### src/sv/dda_pkg.sv
// ----------------------------------------------------------------------------
// dda_pkg - shared types and constants of the DDA line rasterizer
// Field widths, opcode, controller states and the command/status bundles
// passed between the controller and the datapath.
// ----------------------------------------------------------------------------
package dda_pkg;

  localparam int IN_W    = 20;              // start/end coordinate width
  localparam int COUNT_W = 13;              // pixel count width
  localparam logic [COUNT_W-1:0] COUNT_MAX = 13'd8191;
  localparam int ROOT_W  = IN_W + 1;        // width of |delta| and of the root
  localparam int RAD_W   = 2 * ROOT_W;      // width of dx*dx + dy*dy

  typedef enum logic {
    OP_LOAD = 1'b0,
    OP_STEP = 1'b1
  } opcode_t;

  typedef enum logic [3:0] {
    ST_READY,
    ST_SQUARE,
    ST_SUM,
    ST_SQRT,
    ST_CHECK,
    ST_DIVX,
    ST_DIVY_LOAD,
    ST_DIVY,
    ST_FINISH
  } state_t;

  typedef struct packed {
    logic cap_line;
    logic do_square;
    logic do_sum;
    logic sqrt_iter;
    logic div_load_x;
    logic div_load_y;
    logic div_iter;
    logic store_step_x;
    logic emit_step;
    logic emit_load;
  } dp_cmd_t;

  typedef struct packed {
    logic count_zero;
  } dp_status_t;

endpackage

### src/sv/dda_controller.sv
// ----------------------------------------------------------------------------
// dda_controller - sequencer of the DDA line rasterizer
// Runs the load sequence (squares, bit-serial root, two divisions) and the pixel
// steps, owns the iteration counter and the valid flag of the output register.
// ----------------------------------------------------------------------------
module dda_controller #(
  parameter int STEP_FRAC_BITS = 16
) (
  input  logic                clk,
  input  logic                rst_n,
  input  logic                in_tvalid,
  output logic                in_tready,
  input  logic                in_opcode,
  output logic                out_tvalid,
  input  logic                out_tready,
  input  dda_pkg::dp_status_t status,
  output dda_pkg::dp_cmd_t    cmd
);

  localparam int NUM_W = dda_pkg::ROOT_W + STEP_FRAC_BITS;
  localparam int CNT_W = $clog2(NUM_W);

  dda_pkg::state_t state_r, state_nxt;
  logic [CNT_W-1:0] cnt_r, cnt_nxt;
  logic             out_valid_r, out_valid_nxt;
  logic             slot_free;

  assign slot_free  = !out_valid_r || out_tready;
  assign out_tvalid = out_valid_r;

  always_ff @(posedge clk) begin
    if (!rst_n) begin
      state_r     <= dda_pkg::ST_READY;
      cnt_r       <= '0;
      out_valid_r <= 1'b0;
    end else begin
      state_r     <= state_nxt;
      cnt_r       <= cnt_nxt;
      out_valid_r <= out_valid_nxt;
    end
  end

  always_comb begin
    state_nxt = state_r;
    cnt_nxt   = cnt_r;
    cmd       = '0;
    in_tready = 1'b0;
    case (state_r)
      dda_pkg::ST_READY: begin
        in_tready = slot_free;
        if (in_tvalid && slot_free) begin
          if (dda_pkg::opcode_t'(in_opcode) == dda_pkg::OP_STEP) begin
            cmd.emit_step = 1'b1;
          end else begin
            cmd.cap_line = 1'b1;
            state_nxt    = dda_pkg::ST_SQUARE;
          end
        end
      end
      dda_pkg::ST_SQUARE: begin
        cmd.do_square = 1'b1;
        state_nxt     = dda_pkg::ST_SUM;
      end
      dda_pkg::ST_SUM: begin
        cmd.do_sum = 1'b1;
        cnt_nxt    = CNT_W'(dda_pkg::ROOT_W - 1);
        state_nxt  = dda_pkg::ST_SQRT;
      end
      dda_pkg::ST_SQRT: begin
        cmd.sqrt_iter = 1'b1;
        cnt_nxt       = cnt_r - 1'b1;
        if (cnt_r == '0) begin
          state_nxt = dda_pkg::ST_CHECK;
        end
      end
      dda_pkg::ST_CHECK: begin
        // zero-length line: skip both divisions
        if (status.count_zero) begin
          state_nxt = dda_pkg::ST_FINISH;
        end else begin
          cmd.div_load_x = 1'b1;
          cnt_nxt        = CNT_W'(NUM_W - 1);
          state_nxt      = dda_pkg::ST_DIVX;
        end
      end
      dda_pkg::ST_DIVX: begin
        cmd.div_iter = 1'b1;
        cnt_nxt      = cnt_r - 1'b1;
        if (cnt_r == '0) begin
          state_nxt = dda_pkg::ST_DIVY_LOAD;
        end
      end
      dda_pkg::ST_DIVY_LOAD: begin
        cmd.store_step_x = 1'b1;
        cmd.div_load_y   = 1'b1;
        cnt_nxt          = CNT_W'(NUM_W - 1);
        state_nxt        = dda_pkg::ST_DIVY;
      end
      dda_pkg::ST_DIVY: begin
        cmd.div_iter = 1'b1;
        cnt_nxt      = cnt_r - 1'b1;
        if (cnt_r == '0) begin
          state_nxt = dda_pkg::ST_FINISH;
        end
      end
      dda_pkg::ST_FINISH: begin
        // hold until the output register can take the load result
        if (slot_free) begin
          cmd.emit_load = 1'b1;
          state_nxt     = dda_pkg::ST_READY;
        end
      end
      default: begin
        state_nxt = dda_pkg::ST_READY;
      end
    endcase

    if (cmd.emit_step || cmd.emit_load) begin
      out_valid_nxt = 1'b1;
    end else if (out_tready) begin
      out_valid_nxt = 1'b0;
    end else begin
      out_valid_nxt = out_valid_r;
    end
  end

endmodule

### src/sv/dda_datapath.sv
// ----------------------------------------------------------------------------
// dda_datapath - arithmetic of the DDA line rasterizer
// Position and increment registers, squaring, bit-serial square root, a
// shared restoring divider and the output payload register.
// ----------------------------------------------------------------------------
module dda_datapath #(
  parameter int COORD_FRAC_BITS = 8,
  parameter int STEP_FRAC_BITS  = 16,
  parameter int PIXEL_BITS      = 12
) (
  input  logic                                clk,
  input  logic                                rst_n,
  input  dda_pkg::dp_cmd_t                    cmd,
  output dda_pkg::dp_status_t                 status,
  input  logic signed [dda_pkg::IN_W-1:0]     x_start,
  input  logic signed [dda_pkg::IN_W-1:0]     y_start,
  input  logic signed [dda_pkg::IN_W-1:0]     x_end,
  input  logic signed [dda_pkg::IN_W-1:0]     y_end,
  output logic signed [PIXEL_BITS-1:0]        pixel_x,
  output logic signed [PIXEL_BITS-1:0]        pixel_y,
  output logic                                pixel_valid,
  output logic                                last_pixel,
  output logic [dda_pkg::COUNT_W-1:0]         pixel_count
);

  localparam int IN_W    = dda_pkg::IN_W;
  localparam int COUNT_W = dda_pkg::COUNT_W;
  localparam int ROOT_W  = dda_pkg::ROOT_W;
  localparam int RAD_W   = dda_pkg::RAD_W;
  localparam int D_W     = IN_W + 1;
  localparam int LSH     = (STEP_FRAC_BITS >= COORD_FRAC_BITS) ?
                           STEP_FRAC_BITS - COORD_FRAC_BITS : 0;
  localparam int RSH     = (COORD_FRAC_BITS > STEP_FRAC_BITS) ?
                           COORD_FRAC_BITS - STEP_FRAC_BITS : 0;
  localparam int POS_W   = IN_W + 1 + LSH;
  localparam int NUM_W   = D_W + STEP_FRAC_BITS;
  localparam int DEN_W   = COUNT_W + COORD_FRAC_BITS;

  localparam logic signed [POS_W-1:0] POS_RND = POS_W'((1 << RSH) - 1);
  localparam logic signed [POS_W-1:0] PIX_RND =
    {{(POS_W-STEP_FRAC_BITS){1'b0}}, {STEP_FRAC_BITS{1'b1}}};

  // start coordinate to position, truncated toward zero
  function automatic logic signed [POS_W-1:0] to_pos(input logic signed [IN_W-1:0] c);
    logic signed [POS_W-1:0] ext;
    ext = POS_W'(c);
    ext = ext + (c[IN_W-1] ? POS_RND : '0);
    return (ext >>> RSH) <<< LSH;
  endfunction

  // position to whole pixels, truncated toward zero, wrapped to PIXEL_BITS
  function automatic logic signed [PIXEL_BITS-1:0] to_pixel(
    input logic signed [POS_W-1:0] p
  );
    logic signed [POS_W-1:0] t;
    t = p + (p[POS_W-1] ? PIX_RND : '0);
    t = t >>> STEP_FRAC_BITS;
    return t[PIXEL_BITS-1:0];
  endfunction

  logic signed [POS_W-1:0]   pos_x_r, pos_x_nxt, pos_y_r, pos_y_nxt;
  logic signed [POS_W-1:0]   step_x_r, step_x_nxt, step_y_r, step_y_nxt;
  logic [COUNT_W-1:0]        remaining_r, remaining_nxt;
  logic [D_W-1:0]            adx_r, adx_nxt, ady_r, ady_nxt;
  logic                      sx_neg_r, sx_neg_nxt, sy_neg_r, sy_neg_nxt;
  logic [RAD_W-1:0]          sqx_r, sqx_nxt, sqy_r, sqy_nxt;
  logic [RAD_W-1:0]          rad_r, rad_nxt;
  logic [ROOT_W+1:0]         rem_r, rem_nxt;
  logic [ROOT_W-1:0]         root_r, root_nxt;
  logic [NUM_W-1:0]          nq_r, nq_nxt;
  logic [DEN_W-1:0]          drem_r, drem_nxt;
  logic                      dneg_r, dneg_nxt;
  logic signed [PIXEL_BITS-1:0] px_r, px_nxt, py_r, py_nxt;
  logic                      pv_r, pv_nxt, last_r, last_nxt;
  logic [COUNT_W-1:0]        cnt_out_r, cnt_out_nxt;

  logic signed [D_W-1:0]     dx, dy;
  logic [ROOT_W+3:0]         sq_tmp, sq_trial;
  logic [ROOT_W-1:0]         sqrt_len;
  logic [COUNT_W-1:0]        count;
  logic [DEN_W-1:0]          den;
  logic [DEN_W:0]            div_tmp;
  logic [POS_W-1:0]          q_mag;
  logic signed [POS_W-1:0]   quot;

  assign dx = D_W'(x_end) - D_W'(x_start);
  assign dy = D_W'(y_end) - D_W'(y_start);

  assign sqrt_len = root_r >> COORD_FRAC_BITS;
  assign count    = (sqrt_len > ROOT_W'(dda_pkg::COUNT_MAX)) ? dda_pkg::COUNT_MAX :
                    sqrt_len[COUNT_W-1:0];
  assign status.count_zero = (count == '0);

  assign den      = DEN_W'(count) << COORD_FRAC_BITS;
  assign div_tmp  = {drem_r, nq_r[NUM_W-1]};
  assign sq_tmp   = {2'b00, rem_r} << 2 | (ROOT_W+4)'(rad_r[RAD_W-1 -: 2]);
  assign sq_trial = (ROOT_W+4)'({root_r, 2'b01});
  assign q_mag    = nq_r[POS_W-1:0];
  assign quot     = dneg_r ? -$signed(q_mag) : $signed(q_mag);

  always_comb begin
    pos_x_nxt     = pos_x_r;
    pos_y_nxt     = pos_y_r;
    step_x_nxt    = step_x_r;
    step_y_nxt    = step_y_r;
    remaining_nxt = remaining_r;
    adx_nxt       = adx_r;
    ady_nxt       = ady_r;
    sx_neg_nxt    = sx_neg_r;
    sy_neg_nxt    = sy_neg_r;
    sqx_nxt       = sqx_r;
    sqy_nxt       = sqy_r;
    rad_nxt       = rad_r;
    rem_nxt       = rem_r;
    root_nxt      = root_r;
    nq_nxt        = nq_r;
    drem_nxt      = drem_r;
    dneg_nxt      = dneg_r;
    px_nxt        = px_r;
    py_nxt        = py_r;
    pv_nxt        = pv_r;
    last_nxt      = last_r;
    cnt_out_nxt   = cnt_out_r;

    if (cmd.cap_line) begin
      pos_x_nxt  = to_pos(x_start);
      pos_y_nxt  = to_pos(y_start);
      sx_neg_nxt = dx[D_W-1];
      sy_neg_nxt = dy[D_W-1];
      adx_nxt    = dx[D_W-1] ? D_W'(-dx) : D_W'(dx);
      ady_nxt    = dy[D_W-1] ? D_W'(-dy) : D_W'(dy);
    end

    if (cmd.do_square) begin
      sqx_nxt = adx_r * adx_r;
      sqy_nxt = ady_r * ady_r;
    end

    if (cmd.do_sum) begin
      rad_nxt  = sqx_r + sqy_r;
      rem_nxt  = '0;
      root_nxt = '0;
    end

    // one root bit per cycle, two radicand bits in
    if (cmd.sqrt_iter) begin
      rad_nxt = rad_r << 2;
      if (sq_tmp >= sq_trial) begin
        rem_nxt  = (ROOT_W+2)'(sq_tmp - sq_trial);
        root_nxt = {root_r[ROOT_W-2:0], 1'b1};
      end else begin
        rem_nxt  = sq_tmp[ROOT_W+1:0];
        root_nxt = {root_r[ROOT_W-2:0], 1'b0};
      end
    end

    if (cmd.div_load_x) begin
      nq_nxt   = NUM_W'(adx_r) << STEP_FRAC_BITS;
      drem_nxt = '0;
      dneg_nxt = sx_neg_r;
    end

    if (cmd.div_load_y) begin
      nq_nxt   = NUM_W'(ady_r) << STEP_FRAC_BITS;
      drem_nxt = '0;
      dneg_nxt = sy_neg_r;
    end

    // restoring division, quotient bits shift in behind the numerator
    if (cmd.div_iter) begin
      if (div_tmp >= {1'b0, den}) begin
        drem_nxt = DEN_W'(div_tmp - {1'b0, den});
        nq_nxt   = {nq_r[NUM_W-2:0], 1'b1};
      end else begin
        drem_nxt = div_tmp[DEN_W-1:0];
        nq_nxt   = {nq_r[NUM_W-2:0], 1'b0};
      end
    end

    if (cmd.store_step_x) begin
      step_x_nxt = quot;
    end

    if (cmd.emit_load) begin
      remaining_nxt = count;
      if (status.count_zero) begin
        step_x_nxt = '0;
        step_y_nxt = '0;
      end else begin
        step_y_nxt = quot;
      end
      px_nxt      = '0;
      py_nxt      = '0;
      pv_nxt      = 1'b0;
      last_nxt    = 1'b0;
      cnt_out_nxt = count;
    end

    if (cmd.emit_step) begin
      cnt_out_nxt = '0;
      if (remaining_r != '0) begin
        px_nxt        = to_pixel(pos_x_r);
        py_nxt        = to_pixel(pos_y_r);
        pv_nxt        = 1'b1;
        last_nxt      = (remaining_r == COUNT_W'(1));
        pos_x_nxt     = pos_x_r + step_x_r;
        pos_y_nxt     = pos_y_r + step_y_r;
        remaining_nxt = remaining_r - 1'b1;
      end else begin
        px_nxt   = '0;
        py_nxt   = '0;
        pv_nxt   = 1'b0;
        last_nxt = 1'b0;
      end
    end
  end

  always_ff @(posedge clk) begin
    if (!rst_n) begin
      remaining_r <= '0;
    end else begin
      remaining_r <= remaining_nxt;
    end
  end

  always_ff @(posedge clk) begin
    pos_x_r   <= pos_x_nxt;
    pos_y_r   <= pos_y_nxt;
    step_x_r  <= step_x_nxt;
    step_y_r  <= step_y_nxt;
    adx_r     <= adx_nxt;
    ady_r     <= ady_nxt;
    sx_neg_r  <= sx_neg_nxt;
    sy_neg_r  <= sy_neg_nxt;
    sqx_r     <= sqx_nxt;
    sqy_r     <= sqy_nxt;
    rad_r     <= rad_nxt;
    rem_r     <= rem_nxt;
    root_r    <= root_nxt;
    nq_r      <= nq_nxt;
    drem_r    <= drem_nxt;
    dneg_r    <= dneg_nxt;
    px_r      <= px_nxt;
    py_r      <= py_nxt;
    pv_r      <= pv_nxt;
    last_r    <= last_nxt;
    cnt_out_r <= cnt_out_nxt;
  end

  assign pixel_x     = px_r;
  assign pixel_y     = py_r;
  assign pixel_valid = pv_r;
  assign last_pixel  = last_r;
  assign pixel_count = cnt_out_r;

endmodule

### src/sv/dda_line_rasterizer.sv
// ----------------------------------------------------------------------------
// dda_line_rasterizer - DDA line rasterizer, top level
// Load a segment, report its pixel count, then emit one pixel per request.
//
//   channel  | direction | contents
//   ---------+-----------+-------------------------------------------------
//   in_*     | slave     | tuser: opcode; tdata: x_start,y_start,x_end,y_end
//   out_*    | master    | tuser: pixel_valid; tlast: last_pixel;
//            |           | tdata: pixel_x,pixel_y,pixel_count
//
// Pixel requests stream back to back while the output register can take them.
// A load result is computed by the bit-serial square root and then the single
// restoring divider, run once per axis (both divisions are skipped for a
// zero-length line); no new request is taken until the result has been
// written to the output register.
// Reset (rst_n low, synchronous) leaves the block idle with no line loaded.
// When idle, the input is free whenever the output register is empty or out_tready is high.
// ----------------------------------------------------------------------------
module dda_line_rasterizer #(
  parameter int COORD_FRAC_BITS = 8,
  parameter int STEP_FRAC_BITS  = 16,
  parameter int PIXEL_BITS      = 12
) (
  input  logic                 clk,
  input  logic                 rst_n,
  input  logic                 in_tvalid,
  output logic                 in_tready,
  input  logic [4*dda_pkg::IN_W-1:0] in_tdata,   // x_start, y_start, x_end, y_end
  input  logic                 in_tuser,         // opcode
  output logic                 out_tvalid,
  input  logic                 out_tready,
  output logic [((2*PIXEL_BITS+dda_pkg::COUNT_W+7)/8)*8-1:0] out_tdata,
                                                 // pixel_x, pixel_y, pixel_count
  output logic                 out_tuser,        // pixel_valid
  output logic                 out_tlast         // last_pixel
);

  localparam int IN_W       = dda_pkg::IN_W;
  localparam int OUT_DATA_W = ((2*PIXEL_BITS+dda_pkg::COUNT_W+7)/8)*8;

  dda_pkg::dp_cmd_t             cmd;
  dda_pkg::dp_status_t          status;
  logic signed [PIXEL_BITS-1:0] pixel_x, pixel_y;
  logic [dda_pkg::COUNT_W-1:0]  pixel_count;

  dda_controller #(
    .STEP_FRAC_BITS (STEP_FRAC_BITS)
  ) u_ctrl (
    .clk        (clk),
    .rst_n      (rst_n),
    .in_tvalid  (in_tvalid),
    .in_tready  (in_tready),
    .in_opcode  (in_tuser),
    .out_tvalid (out_tvalid),
    .out_tready (out_tready),
    .status     (status),
    .cmd        (cmd)
  );

  dda_datapath #(
    .COORD_FRAC_BITS (COORD_FRAC_BITS),
    .STEP_FRAC_BITS  (STEP_FRAC_BITS),
    .PIXEL_BITS      (PIXEL_BITS)
  ) u_dp (
    .clk         (clk),
    .rst_n       (rst_n),
    .cmd         (cmd),
    .status      (status),
    .x_start     ($signed(in_tdata[IN_W-1:0])),
    .y_start     ($signed(in_tdata[2*IN_W-1:IN_W])),
    .x_end       ($signed(in_tdata[3*IN_W-1:2*IN_W])),
    .y_end       ($signed(in_tdata[4*IN_W-1:3*IN_W])),
    .pixel_x     (pixel_x),
    .pixel_y     (pixel_y),
    .pixel_valid (out_tuser),
    .last_pixel  (out_tlast),
    .pixel_count (pixel_count)
  );

  assign out_tdata = OUT_DATA_W'({pixel_count, pixel_y, pixel_x});

endmodule

### config.mk
export PLATFORM = sky130hd
export DESIGN_NAME = dda_line_rasterizer
export DESIGN_NICKNAME = d
export VERILOG_FILES = /design/src/sv/dda_pkg.sv /design/src/sv/dda_controller.sv /design/src/sv/dda_datapath.sv /design/src/sv/dda_line_rasterizer.sv
export SDC_FILE = /design/constraint.sdc
export NUM_CORES = 2
export LEC_CHECK = 0
export ABC_CLOCK_PERIOD_IN_PS = 21200
export BUFFER_PORTS_ARGS = -buffer_cell sky130_fd_sc_hd__buf_2
export CAP_MARGIN = 20
export CORE_MARGIN = 2
export CORE_UTILIZATION = 36
export DETAILED_ROUTE_END_ITERATION = 16
export PLACE_DENSITY = 0.6
export SETUP_SLACK_MARGIN = 0.5
export SYNTH_ARGS = -nofsm -noshare
export SYNTH_HDL_FRONTEND = slang
export SYNTH_HIERARCHICAL = 1
export SYNTH_SLANG_ARGS = --single-unit
### constraint.sdc
create_clock -name clk -period 21.2 [get_ports clk]
set_input_delay 3.18 -clock clk [delete_from_list [all_inputs] [get_ports clk]]
set_output_delay 3.18 -clock clk [all_outputs]
set_load 0.01 [all_outputs]
==> results.toml <==
[floorplanning]
initial_core_util_pct = 36.2
core_mm2 = 0.145
pin_count = 129
die_height_um = 386
row_count = 140
die_x_um = 386
die_area_mm2 = 0.149

[timing]
post-route-min-period_ps = 8140
rsz0062_at_grt = "false"
fmax_mhz = 123
maxSlewHeadroom_pct = 26.8
skew_ps = 67.9
hold_violations = 0
setup_viol = 0
drv_slew = 0
tightest_slew_ps = 1100
whs_ps = 471
min_period_over_period_pct = 38.4
tns_ps = 0

[critical_path]
ff2ff_path_depth = 24
regToRegSetupSlack_ps = 13060
slowest_stage = "edfxtp_1"
critPathMaxStageDelay_ps = 1010
start_kind = "register"
worstPathRequired_ps = 21580
regToRegStartpoint = "u_dp/adx_r[13]"
arrival_ps = 8510
worst_r2r_endpoint = "u_dp/sqx_r[39]"
crit_path_cell_trace = "nand2_1 -> inv_1 -> fa_1 -> fa_1 -> inv_1 -> fa_1 -> inv_1 -> fa_1 -> fa_1 -> fa_1 -> inv_1 -> fa_1 -> inv_1 -> ha_1 -> and3_1 -> and2_1 -> a221oi_1 -> nor3_1 -> o31ai_1 -> o21ai_1 -> a31oi_1 -> o21bai_1 -> a21oi_1 -> xnor2_1"
cp_max_fo = 20
crit_top_cell = "fa_1"
critPathKind = "register to register"
end_kind = "register"

[logic_synthesis]
synth_cell_types = 89
synth-edff-count = 324
synth_flop_cell = "edfxtp_1"
synth_mux_area_share_pct = 2.05
syn_area_mm2 = 0.0526
yosys_warnings = 6
synth.area.top_cells = "fa_1 (24%), edfxtp_1 (19%), ha_1 (12%), inv_1 (7.1%), dfxtp_1 (4.8%)"
synth-compound-area-share_pct = 11.7
synthCells = 5563
syn_avg_cell_area_um2 = 9.45
synth_xor_area_share_pct = 5.20
ys_seq_area_share_pct = 23.3
async_flop_share_pct = 0
synth_top_area_share_pct = 23.8
synth_fa_ha_area_share_pct = 36.1
ys_seq_elements = 450
synth_top_family_by_area = "adder cells"
yosysTopAreaCell = "fa_1"
yosys.area_share.simple_pct = 13.0

[global_routing]
grt_max_degree = 96
track_usage_pct = 18.2
grt_pass1_wl_um = 217000
grt_pass1_vias = 40023
grt_antenna_before_repair = 1
grt_overflow_total = 0

[cts]
clock-sinks = 450
post_cts_buffers = 0
hold_buffers = 0
cts.root.buffer_cell = "clkbuf_16"
clock_path_buffers = 3
clk-insertion-delay-late_ps = 670
htreeDepth = 2
cts.clk_slew.worst_paths_ps = 70
cts_tree = "built"
cts_resized = 0
cts_buffers = 55

[routing]
drcViolationCount = 0
viasPerCell = 5.09
first_pass_iters = 6
drtAntennaViolNets = 0
drt_iter0_markers = 2489
drt_wl_total_um = 132000
wl_per_cell_um = 17.5
vias = 38494

[placed_design]
gp_congestion = 0.883
dp_hpwl_um = 103000
port_buffers = 125

[worst_hold_path]
min_path_cells = 2
hold_class = "register to register"
hold_start = "u_dp/pixel_count[0]"
hold_end = "u_dp/pixel_count[0]"

[final_layout]
regArea_mm2 = 0.0123
layout-drive-gt1-share_pct = 5.88
area_growth_pct = 8.84
fillers = 14468
final_nets = 6828
multi_input_area_mm2 = 0.0359

[run_status]
status = "finished clean"

[run]
maxCapViolCount = 0
## stage by stage
| step | worst slack, ps | instances | instance area (µm²) | utilization, % |
|---|---|---|---|---|
| final | 13060 | 7566 | 57200 | 39.4 |
| after global routing | 12660 | 7564 | 57200 | 39.4 |
| after CTS | 13100 | 7560 | 57200 | 39.3 |
| after detailed placement | 13190 | 7457 | 55300 | 38.0 |
| after global placement | 13250 | 7456 | 55300 | 38.0 |
| after floorplan | 12270 | 5565 | 52600 | - |
## registers in the layout (all words and copies together) (netlist names), 4 cells and up
register / count
u_dp/nq_r: 37
u_ctrl/state_r: 4
u_dp/pos_x_r: 29
u_dp/pixel_x: 12
u_ctrl/cnt_r: 6
u_dp/step_y_r: 29
u_dp/pixel_y: 12
u_dp/remaining_r: 13
u_dp/ady_r: 21
u_dp/rad_r: 42
u_dp/step_x_r: 29
u_dp/pos_y_r: 29
u_dp/pixel_count: 13
u_dp/drem_r: 21
u_dp/root_r: 21
u_dp/sqy_r: 41
u_dp/rem_r: 23
u_dp/adx_r: 21
u_dp/sqx_r: 41
## cells in the mapped netlist (all sizes together), types with 19 or more instances
library cell / n
mux2i: 101
nor3: 58
nor4: 21
nor2: 313
fa: 626
dfxtp: 126
a21oi: 250
inv: 997
nand4: 31
nand2: 468
or3: 32
clkbuf: 184
and2: 209
or2: 21
ha: 516
edfxtp: 324
nor2b: 65
nand2b: 36
o21bai: 21
a31oi: 35
o21a: 24
nand3b: 19
o21ai: 215
a22o: 29
and3: 25
a211oi: 51
o31ai: 30
a21o: 134
xor2: 128
nand3: 68
xnor2: 184
## area by class of cell
type,count,area share (%)
clock inverters,37,0.745
well taps,1917,4.19
repair buffers,179,1.88
multi-input cells,3916,62.7
flip-flops and latches,450,21.4
diodes,2,0.00874
inverters,999,6.55
clock buffers,66,2.53
## cell families (layout without fill, tap and decap cells)
kind of cell               Yosys count  in the layout
AOI/OAI and AO/OA                  941            941
buffers and inverters             1199           1281
other                                1              5
DFF                                450            450
xor gates and xnor gates           312            312
muxes                              107            107
and+or+nand+nor                   1411           1411
adders and majority gates         1142           1142
## layout by cell type (no fill, tap or decap), types with 184 or more instances in the layout
cell | Yosys | final
inv_1 | 996 | 995
fa_1 | 626 | 626
ha_1 | 516 | 516
nand2_1 | 468 | 467
edfxtp_1 | 324 | 324
nor2_1 | 313 | 310
a21oi_1 | 250 | 250
and2_1 | 209 | 209
o21ai_0 | 188 | 188
xnor2_1 | 184 | 184
## per-layer routing
layer	track usage, %	routed length (µm)
met5	0	0
met4	4.46	3270
met3	1.79	6320
met2	30.8	63100
met1	25.0	59700
## how the worst max path moves through the flow
| stage | from | endpoint | slack, ps |
|---|---|---|---|
| after floorplan | out_tready | u_dp/pos_x_r[8] | 12270 |
| after global placement | u_dp/adx_r[3] | u_dp/sqx_r[39] | 13250 |
| after detailed placement | u_dp/adx_r[3] | u_dp/sqx_r[39] | 13190 |
| after CTS | u_dp/adx_r[3] | u_dp/sqx_r[39] | 13100 |
| after global routing | u_dp/adx_r[13] | u_dp/sqx_r[39] | 12660 |
| final | u_dp/adx_r[13] | u_dp/sqx_r[39] | 13060 |
## critical path: cells and delay by family, from the launching register on
family / cells / cell delay, ps
AO/OA/AOI/OAI: 6 / 1830
XOR/XNOR: 1 / 80
adder cells (fa/ha/maj): 8 / 3820
buffers and inverters: 5 / 360
flip-flops: 1 / 1010
AND/OR/NAND/NOR: 4 / 740
Power is left out: the tool's default activity adds up to more than one toggle a clock period on the data nets, which glitch-free logic cannot reach.
